[config.mk]
export PLATFORM = sky130hd
export DESIGN_NAME = gregorian_date_stepper_unit
export DESIGN_NICKNAME = d
export VERILOG_FILES = /design/src/rtl/gds_pkg.sv /design/src/rtl/gds_sequencer.sv /design/src/rtl/gregorian_date_stepper_unit.sv
export SDC_FILE = /design/constraint.sdc
export NUM_CORES = 1
export LEC_CHECK = 0
export BUFFER_PORTS_ARGS = -buffer_cell sky130_fd_sc_hd__buf_4
export CAP_MARGIN = 20
export CELL_PAD_IN_SITES_DETAIL_PLACEMENT = 0
export CELL_PAD_IN_SITES_GLOBAL_PLACEMENT = 1
export CORE_UTILIZATION = 50
export DETAILED_ROUTE_END_ITERATION = 16
export PLACE_DENSITY = 0.9
export SETUP_SLACK_MARGIN = 0.4
export SLEW_MARGIN = 20
export SYNTH_ARGS = -nofsm -noshare
export SYNTH_HDL_FRONTEND = slang
export SYNTH_SLANG_ARGS = --single-unit
[constraint.sdc]
create_clock -name clk -period 19 [get_ports clk]
set_input_delay 0.95 -clock clk [delete_from_list [all_inputs] [get_ports clk]]
set_output_delay 0.95 -clock clk [all_outputs]
set_load 0.1 [all_outputs]
[src/rtl/gds_pkg.sv]
// Shared types, constants, calendar helpers and control store of the date stepper.
`timescale 1ns / 1ps

package gds_pkg;

  // Default widths of the year and day-count fields
  localparam int YEAR_BITS_DEF  = 12;
  localparam int COUNT_BITS_DEF = 20;
  // Width of the reported day distance (wraps at this width)
  localparam int DIST_BITS      = 21;
  // Widest supported year; the leap test works at this width
  localparam int LEAP_BITS      = 16;
  localparam int RESET_YEAR     = 1900;

  // Divisibility by 25 through the inverse of 25 modulo 2^LEAP_BITS
  localparam logic [LEAP_BITS-1:0] INV25 = 16'd23593;
  localparam logic [LEAP_BITS-1:0] LIM25 = LEAP_BITS'((2 ** LEAP_BITS - 1) / 25);

  localparam logic [3:0] MONTH_JAN = 4'd1;
  localparam logic [3:0] MONTH_FEB = 4'd2;
  localparam logic [3:0] MONTH_APR = 4'd4;
  localparam logic [3:0] MONTH_JUN = 4'd6;
  localparam logic [3:0] MONTH_SEP = 4'd9;
  localparam logic [3:0] MONTH_NOV = 4'd11;
  localparam logic [3:0] MONTH_DEC = 4'd12;

  localparam logic [4:0] DAY_FIRST = 5'd1;
  localparam logic [4:0] DAY_28    = 5'd28;
  localparam logic [4:0] DAY_29    = 5'd29;
  localparam logic [4:0] DAY_30    = 5'd30;
  localparam logic [4:0] DAY_LAST  = 5'd31;

  // Command codes
  typedef enum logic [1:0] {
    MODE_LOAD = 2'd0,
    MODE_ADD  = 2'd1,
    MODE_SUB  = 2'd2,
    MODE_CMP  = 2'd3
  } mode_t;

  // Datapath operations selected by the control word
  typedef enum logic [2:0] {
    OP_NONE     = 3'd0,
    OP_CAPTURE  = 3'd1,
    OP_LOAD_W   = 3'd2,
    OP_CLAMP    = 3'd3,
    OP_COMPARE  = 3'd4,
    OP_WALK     = 3'd5,
    OP_END_WALK = 3'd6,
    OP_END_LOAD = 3'd7
  } op_t;

  // Jump conditions
  typedef enum logic [2:0] {
    C_NEVER  = 3'd0,
    C_ALWAYS = 3'd1,
    C_START  = 3'd2,
    C_STEP   = 3'd3,
    C_LOAD   = 3'd4,
    C_DONE   = 3'd5
  } cond_t;

  localparam int PC_BITS = 3;
  localparam logic [PC_BITS-1:0] PC_WAIT     = 3'd0;
  localparam logic [PC_BITS-1:0] PC_FETCH    = 3'd1;
  localparam logic [PC_BITS-1:0] PC_CLAMP    = 3'd2;
  localparam logic [PC_BITS-1:0] PC_COMPARE  = 3'd3;
  localparam logic [PC_BITS-1:0] PC_WALK     = 3'd4;
  localparam logic [PC_BITS-1:0] PC_END_WALK = 3'd5;
  localparam logic [PC_BITS-1:0] PC_END_LOAD = 3'd6;

  // One word of the control store
  typedef struct packed {
    op_t                op;
    logic               leap_sel;  // 1: leap test on the given date, 0: on the walker
    cond_t              cond;
    logic               hold;      // stay on this step when the condition fails
    logic [PC_BITS-1:0] target;
  } ucode_t;

  // Controls from sequencer to datapath
  typedef struct packed {
    op_t  op;
    logic leap_sel;
  } ctrl_t;

  // Status from datapath to sequencer
  typedef struct packed {
    logic start;
    logic step_mode;
    logic load_mode;
    logic walk_done;
  } flags_t;

  // Leap by the 4/100/400 rule; 400 = 16 * 25 and 100 = 4 * 25
  function automatic logic leap_year(input logic [LEAP_BITS-1:0] y);
    logic [LEAP_BITS-1:0] prod;
    logic                 by25;
    logic                 by4;
    logic                 by16;
    prod = y * INV25;
    by25 = (prod <= LIM25);
    by4  = (y[1:0] == 2'd0);
    by16 = (y[3:0] == 4'd0);
    return (by4 && !by25) || (by16 && by25);
  endfunction

  function automatic logic [4:0] month_length(input logic [3:0] m, input logic leap);
    logic [4:0] len;
    case (m)
      MONTH_APR, MONTH_JUN, MONTH_SEP, MONTH_NOV: len = DAY_30;
      MONTH_FEB: len = leap ? DAY_29 : DAY_28;
      default:   len = DAY_LAST;
    endcase
    return len;
  endfunction

  // Control store
  function automatic ucode_t ucode_rom(input logic [PC_BITS-1:0] pc);
    ucode_t w;
    case (pc)
      PC_WAIT:     w = '{op: OP_CAPTURE,  leap_sel: 1'b0, cond: C_START,
                         hold: 1'b1, target: PC_FETCH};
      PC_FETCH:    w = '{op: OP_LOAD_W,   leap_sel: 1'b0, cond: C_STEP,
                         hold: 1'b0, target: PC_WALK};
      PC_CLAMP:    w = '{op: OP_CLAMP,    leap_sel: 1'b1, cond: C_LOAD,
                         hold: 1'b0, target: PC_END_LOAD};
      PC_COMPARE:  w = '{op: OP_COMPARE,  leap_sel: 1'b0, cond: C_NEVER,
                         hold: 1'b0, target: PC_WAIT};
      PC_WALK:     w = '{op: OP_WALK,     leap_sel: 1'b0, cond: C_DONE,
                         hold: 1'b1, target: PC_END_WALK};
      PC_END_WALK: w = '{op: OP_END_WALK, leap_sel: 1'b0, cond: C_ALWAYS,
                         hold: 1'b0, target: PC_WAIT};
      PC_END_LOAD: w = '{op: OP_END_LOAD, leap_sel: 1'b1, cond: C_ALWAYS,
                         hold: 1'b0, target: PC_WAIT};
      default:     w = '{op: OP_NONE,     leap_sel: 1'b0, cond: C_ALWAYS,
                         hold: 1'b0, target: PC_WAIT};
    endcase
    return w;
  endfunction

endpackage

[src/rtl/gds_sequencer.sv]
// Step counter and control store that drive the date stepper datapath.
`timescale 1ns / 1ps

module gds_sequencer (
  input  logic            clk,
  input  logic            rst_n,
  input  gds_pkg::flags_t flags,
  output gds_pkg::ctrl_t  ctrl,
  output logic            busy
);

  logic [gds_pkg::PC_BITS-1:0] pc_r;
  logic [gds_pkg::PC_BITS-1:0] pc_nxt;
  gds_pkg::ucode_t             word;
  logic                        taken;

  // Fetch the current control word
  assign word          = gds_pkg::ucode_rom(pc_r);
  assign ctrl.op       = word.op;
  assign ctrl.leap_sel = word.leap_sel;
  assign busy          = (pc_r != gds_pkg::PC_WAIT);

  // Evaluate the jump condition
  always_comb begin
    case (word.cond)
      gds_pkg::C_NEVER:  taken = 1'b0;
      gds_pkg::C_ALWAYS: taken = 1'b1;
      gds_pkg::C_START:  taken = flags.start;
      gds_pkg::C_STEP:   taken = flags.step_mode;
      gds_pkg::C_LOAD:   taken = flags.load_mode;
      gds_pkg::C_DONE:   taken = flags.walk_done;
      default:           taken = 1'b1;
    endcase
  end

  // Jump, hold or advance
  always_comb begin
    if (taken) begin
      pc_nxt = word.target;
    end else if (word.hold) begin
      pc_nxt = pc_r;
    end else begin
      pc_nxt = pc_r + gds_pkg::PC_BITS'(1);
    end
  end

  always_ff @(posedge clk) begin
    if (!rst_n) begin
      pc_r <= gds_pkg::PC_WAIT;
    end else begin
      pc_r <= pc_nxt;
    end
  end

endmodule

[src/rtl/gregorian_date_stepper_unit.sv]
// Top level of the Gregorian date stepper: command port, date datapath, sequencer.
`timescale 1ns / 1ps

// Keeps one Gregorian date (1 January 1900 after reset) and runs one command per
// transfer, taken when start is high and busy is low. Every command gives exactly
// one result, shown for a single cycle with out_valid high; the receiver cannot
// stall, so it must take the result in that cycle. The kept date and the flags stay
// on the result ports until the next command changes them. A load captures the
// command, clamps the given date and commits it; an add or subtract of N days
// walks N days (fewer when the walk stops at the edge of the year range); a
// compare walks the working date to the given date, D steps for a distance of D
// days. The walking loop moves the working date by one day per cycle.
module gregorian_date_stepper_unit #(
  parameter int YEAR_BITS  = gds_pkg::YEAR_BITS_DEF,
  parameter int COUNT_BITS = gds_pkg::COUNT_BITS_DEF
) (
  input  logic                          clk,
  input  logic                          rst_n,
  input  logic                          start,
  output logic                          busy,
  input  logic [1:0]                    in_mode,
  input  logic [4:0]                    in_arg_day,
  input  logic [3:0]                    in_arg_month,
  input  logic [YEAR_BITS-1:0]          in_arg_year,
  input  logic [COUNT_BITS-1:0]         in_day_count,
  output logic                          out_valid,
  output logic [4:0]                    out_day,
  output logic [3:0]                    out_month,
  output logic [YEAR_BITS-1:0]          out_year,
  output logic [gds_pkg::DIST_BITS-1:0] out_distance,
  output logic                          out_is_earlier,
  output logic                          out_is_equal,
  output logic                          out_range_error
);

  localparam int YB = YEAR_BITS;
  localparam int CB = COUNT_BITS;
  localparam int DB = gds_pkg::DIST_BITS;
  localparam logic [YB-1:0] YEAR_ONE = YB'(1);
  localparam logic [YB-1:0] YEAR_MAX = {YB{1'b1}};

  gds_pkg::ctrl_t  ctrl;
  gds_pkg::flags_t flags;

  // Kept date
  logic [4:0]    cur_day_r,   cur_day_nxt;
  logic [3:0]    cur_month_r, cur_month_nxt;
  logic [YB-1:0] cur_year_r,  cur_year_nxt;
  // Working date that walks
  logic [4:0]    w_day_r,   w_day_nxt;
  logic [3:0]    w_month_r, w_month_nxt;
  logic [YB-1:0] w_year_r,  w_year_nxt;
  // Given date
  logic [4:0]    g_day_r,   g_day_nxt;
  logic [3:0]    g_month_r, g_month_nxt;
  logic [YB-1:0] g_year_r,  g_year_nxt;

  gds_pkg::mode_t mode_r, mode_nxt;
  logic [CB-1:0]  cnt_r, cnt_nxt;
  logic [DB-1:0]  dist_r, dist_nxt;
  logic           earlier_r, earlier_nxt;
  logic           equal_r, equal_nxt;
  logic           err_r, err_nxt;
  logic           out_valid_r, out_valid_nxt;

  logic [YB-1:0] leap_src;
  logic [3:0]    len_month;
  logic          leap;
  logic [4:0]    len_cur;
  logic [4:0]    len_prev;
  logic          w_eq_g;
  logic          w_before_g;
  logic          step_mode;
  logic          dir_back;
  logic          at_limit;
  logic          walk_done;

  gds_sequencer u_seq (
    .clk   (clk),
    .rst_n (rst_n),
    .flags (flags),
    .ctrl  (ctrl),
    .busy  (busy)
  );

  // Month length for the selected date
  assign leap_src  = ctrl.leap_sel ? g_year_r : w_year_r;
  assign len_month = ctrl.leap_sel ? g_month_r : w_month_r;
  assign leap      = gds_pkg::leap_year(gds_pkg::LEAP_BITS'(leap_src));
  assign len_cur   = gds_pkg::month_length(len_month, leap);
  assign len_prev  = gds_pkg::month_length(w_month_r - 4'd1, leap);

  // Compare walker with given date
  assign w_eq_g     = (w_year_r == g_year_r) && (w_month_r == g_month_r) &&
                      (w_day_r == g_day_r);
  assign w_before_g = (w_year_r < g_year_r) ||
                      ((w_year_r == g_year_r) && (w_month_r < g_month_r)) ||
                      ((w_year_r == g_year_r) && (w_month_r == g_month_r) &&
                       (w_day_r < g_day_r));

  // Walk direction and stop conditions
  assign step_mode = (mode_r == gds_pkg::MODE_ADD) || (mode_r == gds_pkg::MODE_SUB);
  assign dir_back  = (mode_r == gds_pkg::MODE_SUB) ||
                     ((mode_r == gds_pkg::MODE_CMP) && !earlier_r);
  assign at_limit  = dir_back ?
                     ((w_day_r == gds_pkg::DAY_FIRST) && (w_month_r == gds_pkg::MONTH_JAN) &&
                      (w_year_r == YEAR_ONE)) :
                     ((w_day_r == gds_pkg::DAY_LAST) && (w_month_r == gds_pkg::MONTH_DEC) &&
                      (w_year_r == YEAR_MAX));
  assign walk_done = (mode_r == gds_pkg::MODE_CMP) ? w_eq_g :
                     ((cnt_r == '0) || at_limit);

  assign flags.start     = start;
  assign flags.step_mode = step_mode;
  assign flags.load_mode = (mode_r == gds_pkg::MODE_LOAD);
  assign flags.walk_done = walk_done;

  // Datapath next state
  always_comb begin
    cur_day_nxt   = cur_day_r;
    cur_month_nxt = cur_month_r;
    cur_year_nxt  = cur_year_r;
    w_day_nxt     = w_day_r;
    w_month_nxt   = w_month_r;
    w_year_nxt    = w_year_r;
    g_day_nxt     = g_day_r;
    g_month_nxt   = g_month_r;
    g_year_nxt    = g_year_r;
    mode_nxt      = mode_r;
    cnt_nxt       = cnt_r;
    dist_nxt      = dist_r;
    earlier_nxt   = earlier_r;
    equal_nxt     = equal_r;
    err_nxt       = err_r;
    out_valid_nxt = 1'b0;
    case (ctrl.op)
      gds_pkg::OP_CAPTURE: begin
        // Take the command; fix month and year of the given date
        if (start) begin
          mode_nxt    = gds_pkg::mode_t'(in_mode);
          cnt_nxt     = in_day_count;
          g_day_nxt   = in_arg_day;
          g_year_nxt  = (in_arg_year == '0) ? YEAR_ONE : in_arg_year;
          if (in_arg_month == 4'd0) begin
            g_month_nxt = gds_pkg::MONTH_JAN;
          end else if (in_arg_month > gds_pkg::MONTH_DEC) begin
            g_month_nxt = gds_pkg::MONTH_DEC;
          end else begin
            g_month_nxt = in_arg_month;
          end
          dist_nxt    = '0;
          earlier_nxt = 1'b0;
          equal_nxt   = 1'b0;
          err_nxt     = 1'b0;
        end
      end
      gds_pkg::OP_LOAD_W: begin
        w_day_nxt   = cur_day_r;
        w_month_nxt = cur_month_r;
        w_year_nxt  = cur_year_r;
      end
      gds_pkg::OP_CLAMP: begin
        // Pull the given day into its month
        if (g_day_r == 5'd0) begin
          g_day_nxt = gds_pkg::DAY_FIRST;
        end else if (g_day_r > len_cur) begin
          g_day_nxt = len_cur;
        end
      end
      gds_pkg::OP_COMPARE: begin
        earlier_nxt = w_before_g;
        equal_nxt   = w_eq_g;
      end
      gds_pkg::OP_WALK: begin
        // Move the walker one day and count it
        if (!walk_done) begin
          if (dir_back) begin
            if (w_day_r != gds_pkg::DAY_FIRST) begin
              w_day_nxt = w_day_r - 5'd1;
            end else if (w_month_r == gds_pkg::MONTH_JAN) begin
              w_day_nxt   = gds_pkg::DAY_LAST;
              w_month_nxt = gds_pkg::MONTH_DEC;
              w_year_nxt  = w_year_r - YB'(1);
            end else begin
              w_day_nxt   = len_prev;
              w_month_nxt = w_month_r - 4'd1;
            end
          end else begin
            if (w_day_r < len_cur) begin
              w_day_nxt = w_day_r + 5'd1;
            end else if (w_month_r == gds_pkg::MONTH_DEC) begin
              w_day_nxt   = gds_pkg::DAY_FIRST;
              w_month_nxt = gds_pkg::MONTH_JAN;
              w_year_nxt  = w_year_r + YB'(1);
            end else begin
              w_day_nxt   = gds_pkg::DAY_FIRST;
              w_month_nxt = w_month_r + 4'd1;
            end
          end
          if (mode_r == gds_pkg::MODE_CMP) begin
            dist_nxt = dist_r + DB'(1);
          end else begin
            cnt_nxt = cnt_r - CB'(1);
          end
        end
      end
      gds_pkg::OP_END_WALK: begin
        // Commit a step; days left over mean the range edge was hit
        if (step_mode) begin
          cur_day_nxt   = w_day_r;
          cur_month_nxt = w_month_r;
          cur_year_nxt  = w_year_r;
          err_nxt       = (cnt_r != '0);
        end
        out_valid_nxt = 1'b1;
      end
      gds_pkg::OP_END_LOAD: begin
        cur_day_nxt   = g_day_r;
        cur_month_nxt = g_month_r;
        cur_year_nxt  = g_year_r;
        out_valid_nxt = 1'b1;
      end
      default: begin
      end
    endcase
  end

  // Control state and kept date
  always_ff @(posedge clk) begin
    if (!rst_n) begin
      cur_day_r   <= gds_pkg::DAY_FIRST;
      cur_month_r <= gds_pkg::MONTH_JAN;
      cur_year_r  <= YB'(gds_pkg::RESET_YEAR);
      out_valid_r <= 1'b0;
    end else begin
      cur_day_r   <= cur_day_nxt;
      cur_month_r <= cur_month_nxt;
      cur_year_r  <= cur_year_nxt;
      out_valid_r <= out_valid_nxt;
    end
  end

  // Working registers
  always_ff @(posedge clk) begin
    w_day_r   <= w_day_nxt;
    w_month_r <= w_month_nxt;
    w_year_r  <= w_year_nxt;
    g_day_r   <= g_day_nxt;
    g_month_r <= g_month_nxt;
    g_year_r  <= g_year_nxt;
    mode_r    <= mode_nxt;
    cnt_r     <= cnt_nxt;
    dist_r    <= dist_nxt;
    earlier_r <= earlier_nxt;
    equal_r   <= equal_nxt;
    err_r     <= err_nxt;
  end

  assign out_valid       = out_valid_r;
  assign out_day         = cur_day_r;
  assign out_month       = cur_month_r;
  assign out_year        = cur_year_r;
  assign out_distance    = dist_r;
  assign out_is_earlier  = earlier_r;
  assign out_is_equal    = equal_r;
  assign out_range_error = err_r;

  // A result only follows work in progress
  a_valid_after_busy: assert property (@(posedge clk) disable iff (!rst_n)
    out_valid |-> $past(busy))
    else $error("result strobe without a command in progress");

  // An accepted command makes the block busy
  a_accept_busy: assert property (@(posedge clk) disable iff (!rst_n)
    (start && !busy) |=> busy)
    else $error("accepted command did not start the sequencer");

  // The kept date changes only together with a result
  a_date_with_result: assert property (@(posedge clk) disable iff (!rst_n)
    ($past(rst_n) && !($stable(cur_day_r) && $stable(cur_month_r) &&
                       $stable(cur_year_r))) |-> out_valid)
    else $error("kept date changed without a result");

  // Compare flags and range error never come together
  a_flags_exclusive: assert property (@(posedge clk) disable iff (!rst_n)
    (out_valid && (out_is_earlier || out_is_equal)) |-> !out_range_error)
    else $error("range error raised on a compare");

  // Kept month stays in range
  a_month_valid: assert property (@(posedge clk) disable iff (!rst_n)
    out_valid |-> ((cur_month_r >= gds_pkg::MONTH_JAN) &&
                   (cur_month_r <= gds_pkg::MONTH_DEC) && (cur_day_r != 5'd0)))
    else $error("kept date out of range");

endmodule

==> out/summary.txt <==
post-route ant nets = 0
post-layout min period = 7157 ps
Final WS setup = 11,840 ps
PortBufs = 92
Vias = 7,161
GRT Resource Usage Total = 0.2449
Setup CP Type = reg2reg
Placement Cell Area = 0.009787 mm²
outcome = complete, no violations
CP Max Fanout = 24
max-slew violations = 0
number of global-route vias before repair = 6,919
fmax = 0.1397 GHz
most common cell after layout, fill and taps aside = buf_4
Max-cap violations = 0
CTS tree = built
Post-route DRC = 0
core area = 0.01742 mm²
cell count after synthesis = 966
fraction of layout cells with a size suffix above 1 = 0.1511
WP data required = 19,050 ps
Via density = 5.665
worst hold-check path type = reg2reg
clock skew = 7.672 ps
Final setup viols = 0
drt first pass iters = 6
routed wire length = 21,430 µm
drt initial violations = 423
most frequent cells in the layout = buf_4 (98), nand2_1 (95), ha_1 (95)
Num CTS Buffers = 17
Root Driver = clkbuf_16
Fin. Hold Viols = 0
n_diodes = 0
Worst setup EP type = flip-flop
clock latency on the worst-skew pair = 420 ps
Post-synth EDFFs = 88
Final #Nets = 1,184
sequential area share after synthesis = 0.3495
post-DP HPWL = 15,660 µm
Die Area = 0.01852 mm²
Critical Path AT = 7210 ps
largest net degree at the start of global routing = 97
Sum Neg Setup Slack = 0 ps
Mapped Nets = 1,124
cts repair resizes = 0
final std cell area, no fill = 0.01038 mm²
dpl ws = 11,930 ps
Chip Width = 136.1 µm
grt ovf = 0
CTS sink cnt = 113
Cell Area, Synth = 0.008992 mm²
Initial Util = 0.5163
share of flip-flops with an asynchronous set or reset = 0
initial antenna violation count = 0
Slew headroom = 0.2635
fin crit share = 0.3767
CTS Buffer Depth = 2
htree depth = 4
Post-Route Utilization = 0.5960
first-pass GRT wire length = 35,140 µm
Boundary Pins = 93
site row count = 48
Most used DFF post-synth = edfxtp_1
Post-Syn Area per Cell = 9.309 µm²
Worst-path clk slew = 60 ps
Yosys reg bits = 113
Post-CTS Hold Buffers = 0
Startpoint Class = flip-flop
Syn. warnings = 0
Cell variety after synth = 75
Worst Tran Pin Value = 1102 ps
synth-to-layout area growth = 15.43%
drt wl/cell = 16.95 µm
GPL Wtd Cong = 0.8707
chip height = 136.1 µm
Post-CTS Setup Bufs = 0
RSZ-0062 raised after global routing = false
area by class of cell:
cell class	count	area (µm²)
fillers	1547	7037
flip-flops and latches	113	3143
clock buffers	18	429.2
repair buffers	98	735.7
multi-input cells	714	5319
clock inverters	14	163.9
well taps	225	281.5
inverters	82	307.8
path summary, 6_finish.rpt:
check | start | end | slack (ps) | cells after the start
max | u_seq.pc_r[0] | g_day_r[2] | 11840 | 24
min | out_year[10] | out_year[10] | 510 | 2
min reg2reg | out_year[10] | out_year[10] | 510 | 2
max reg2reg | u_seq.pc_r[0] | g_day_r[2] | 11840 | 24
critical path, stage by stage, from the launching register on:
cell,delay (ps)
dfxtp_1,350
inv_1,180
ha_1,420
buf_4,380
mux2i_1,360
inv_1,120
ha_1,310
ha_1,300
ha_1,280
inv_1,50
fa_1,530
inv_1,50
fa_1,480
ha_1,370
o21ai_0,140
nor2_1,70
o21a_1,100
nor3_1,370
a41oi_2,220
o21ai_1,260
inv_1,70
ha_1,260
a2111oi_0,440
o21ai_0,160
a31oi_1,490
metrics by stage:
| stage | hold slack [ps] | std cells |
|---|---|---|
| floorplan | 571.5 | 966 |
| global placement | 492.9 | 1232 |
| detailed placement | 501.4 | 1232 |
| CTS | 513.0 | 1264 |
| global route | 542.6 | 1264 |
| finish | 507.4 | 1264 |
registers in the layout, summed over array words and instances (netlist names), 4 cells and up:
signal        cells
w_year_r         12
out_day           5
g_day_r           5
g_month_r         4
out_distance     21
out_month         4
w_month_r         4
out_year         12
g_year_r         12
cnt_r            20
w_day_r           5
layer usage:
metal / part of all wire / wire length [µm] / global-route usage / vias to the layer above
met5: 0 / 0 / 0 / -
met4: 0.015 / 318 / 0.07346 / 0
met3: 0.061 / 1315 / 0.04027 / 26
met2: 0.45 / 9629 / 0.3909 / 241
met1: 0.47 / 10160 / 0.3390 / 3354
li1: - / - / - / 3540
synthesized netlist by cell type (all sizes together) (4+ instances only):
library cell	count	area share
o21ai	69	0.039
o211a	7	0.0078
nor3	25	0.015
nand3	19	0.011
ha	95	0.13
nor2	86	0.037
xor2	28	0.027
or3	5	0.0046
nor2b	10	0.0070
nand3b	6	0.0054
nor4	10	0.0086
fa	17	0.038
inv	82	0.034
edfxtp	88	0.29
o31ai	9	0.0081
a21oi	28	0.016
and3	6	0.0042
mux2	7	0.0088
nand2b	10	0.0070
a21boi	4	0.0033
buf	13	0.0075
a211oi	10	0.0083
a2111oi	4	0.0039
a21o	7	0.0058
nor3b	8	0.0067
mux2i	24	0.028
dfxtp	25	0.056
nand4	17	0.012
nand2	95	0.040
a31oi	11	0.0077
o211ai	13	0.011
and2	6	0.0042
o21a	8	0.0067
clkbuf	44	0.018
xnor2	33	0.033
logic make-up after synthesis:
family          Yosys count  share of synthesized area
simple gates            313                     0.1714
compound gates          194                     0.1443
buf+inv                 139                    0.06011
flops                   113                     0.3495
fa+ha+maj               112                     0.1700
xor+xnor                 64                    0.06776
mux                      31                    0.03687
Power is not shown: default switching activity piles up to over one toggle a cycle in this logic, so the estimate is an artifact.
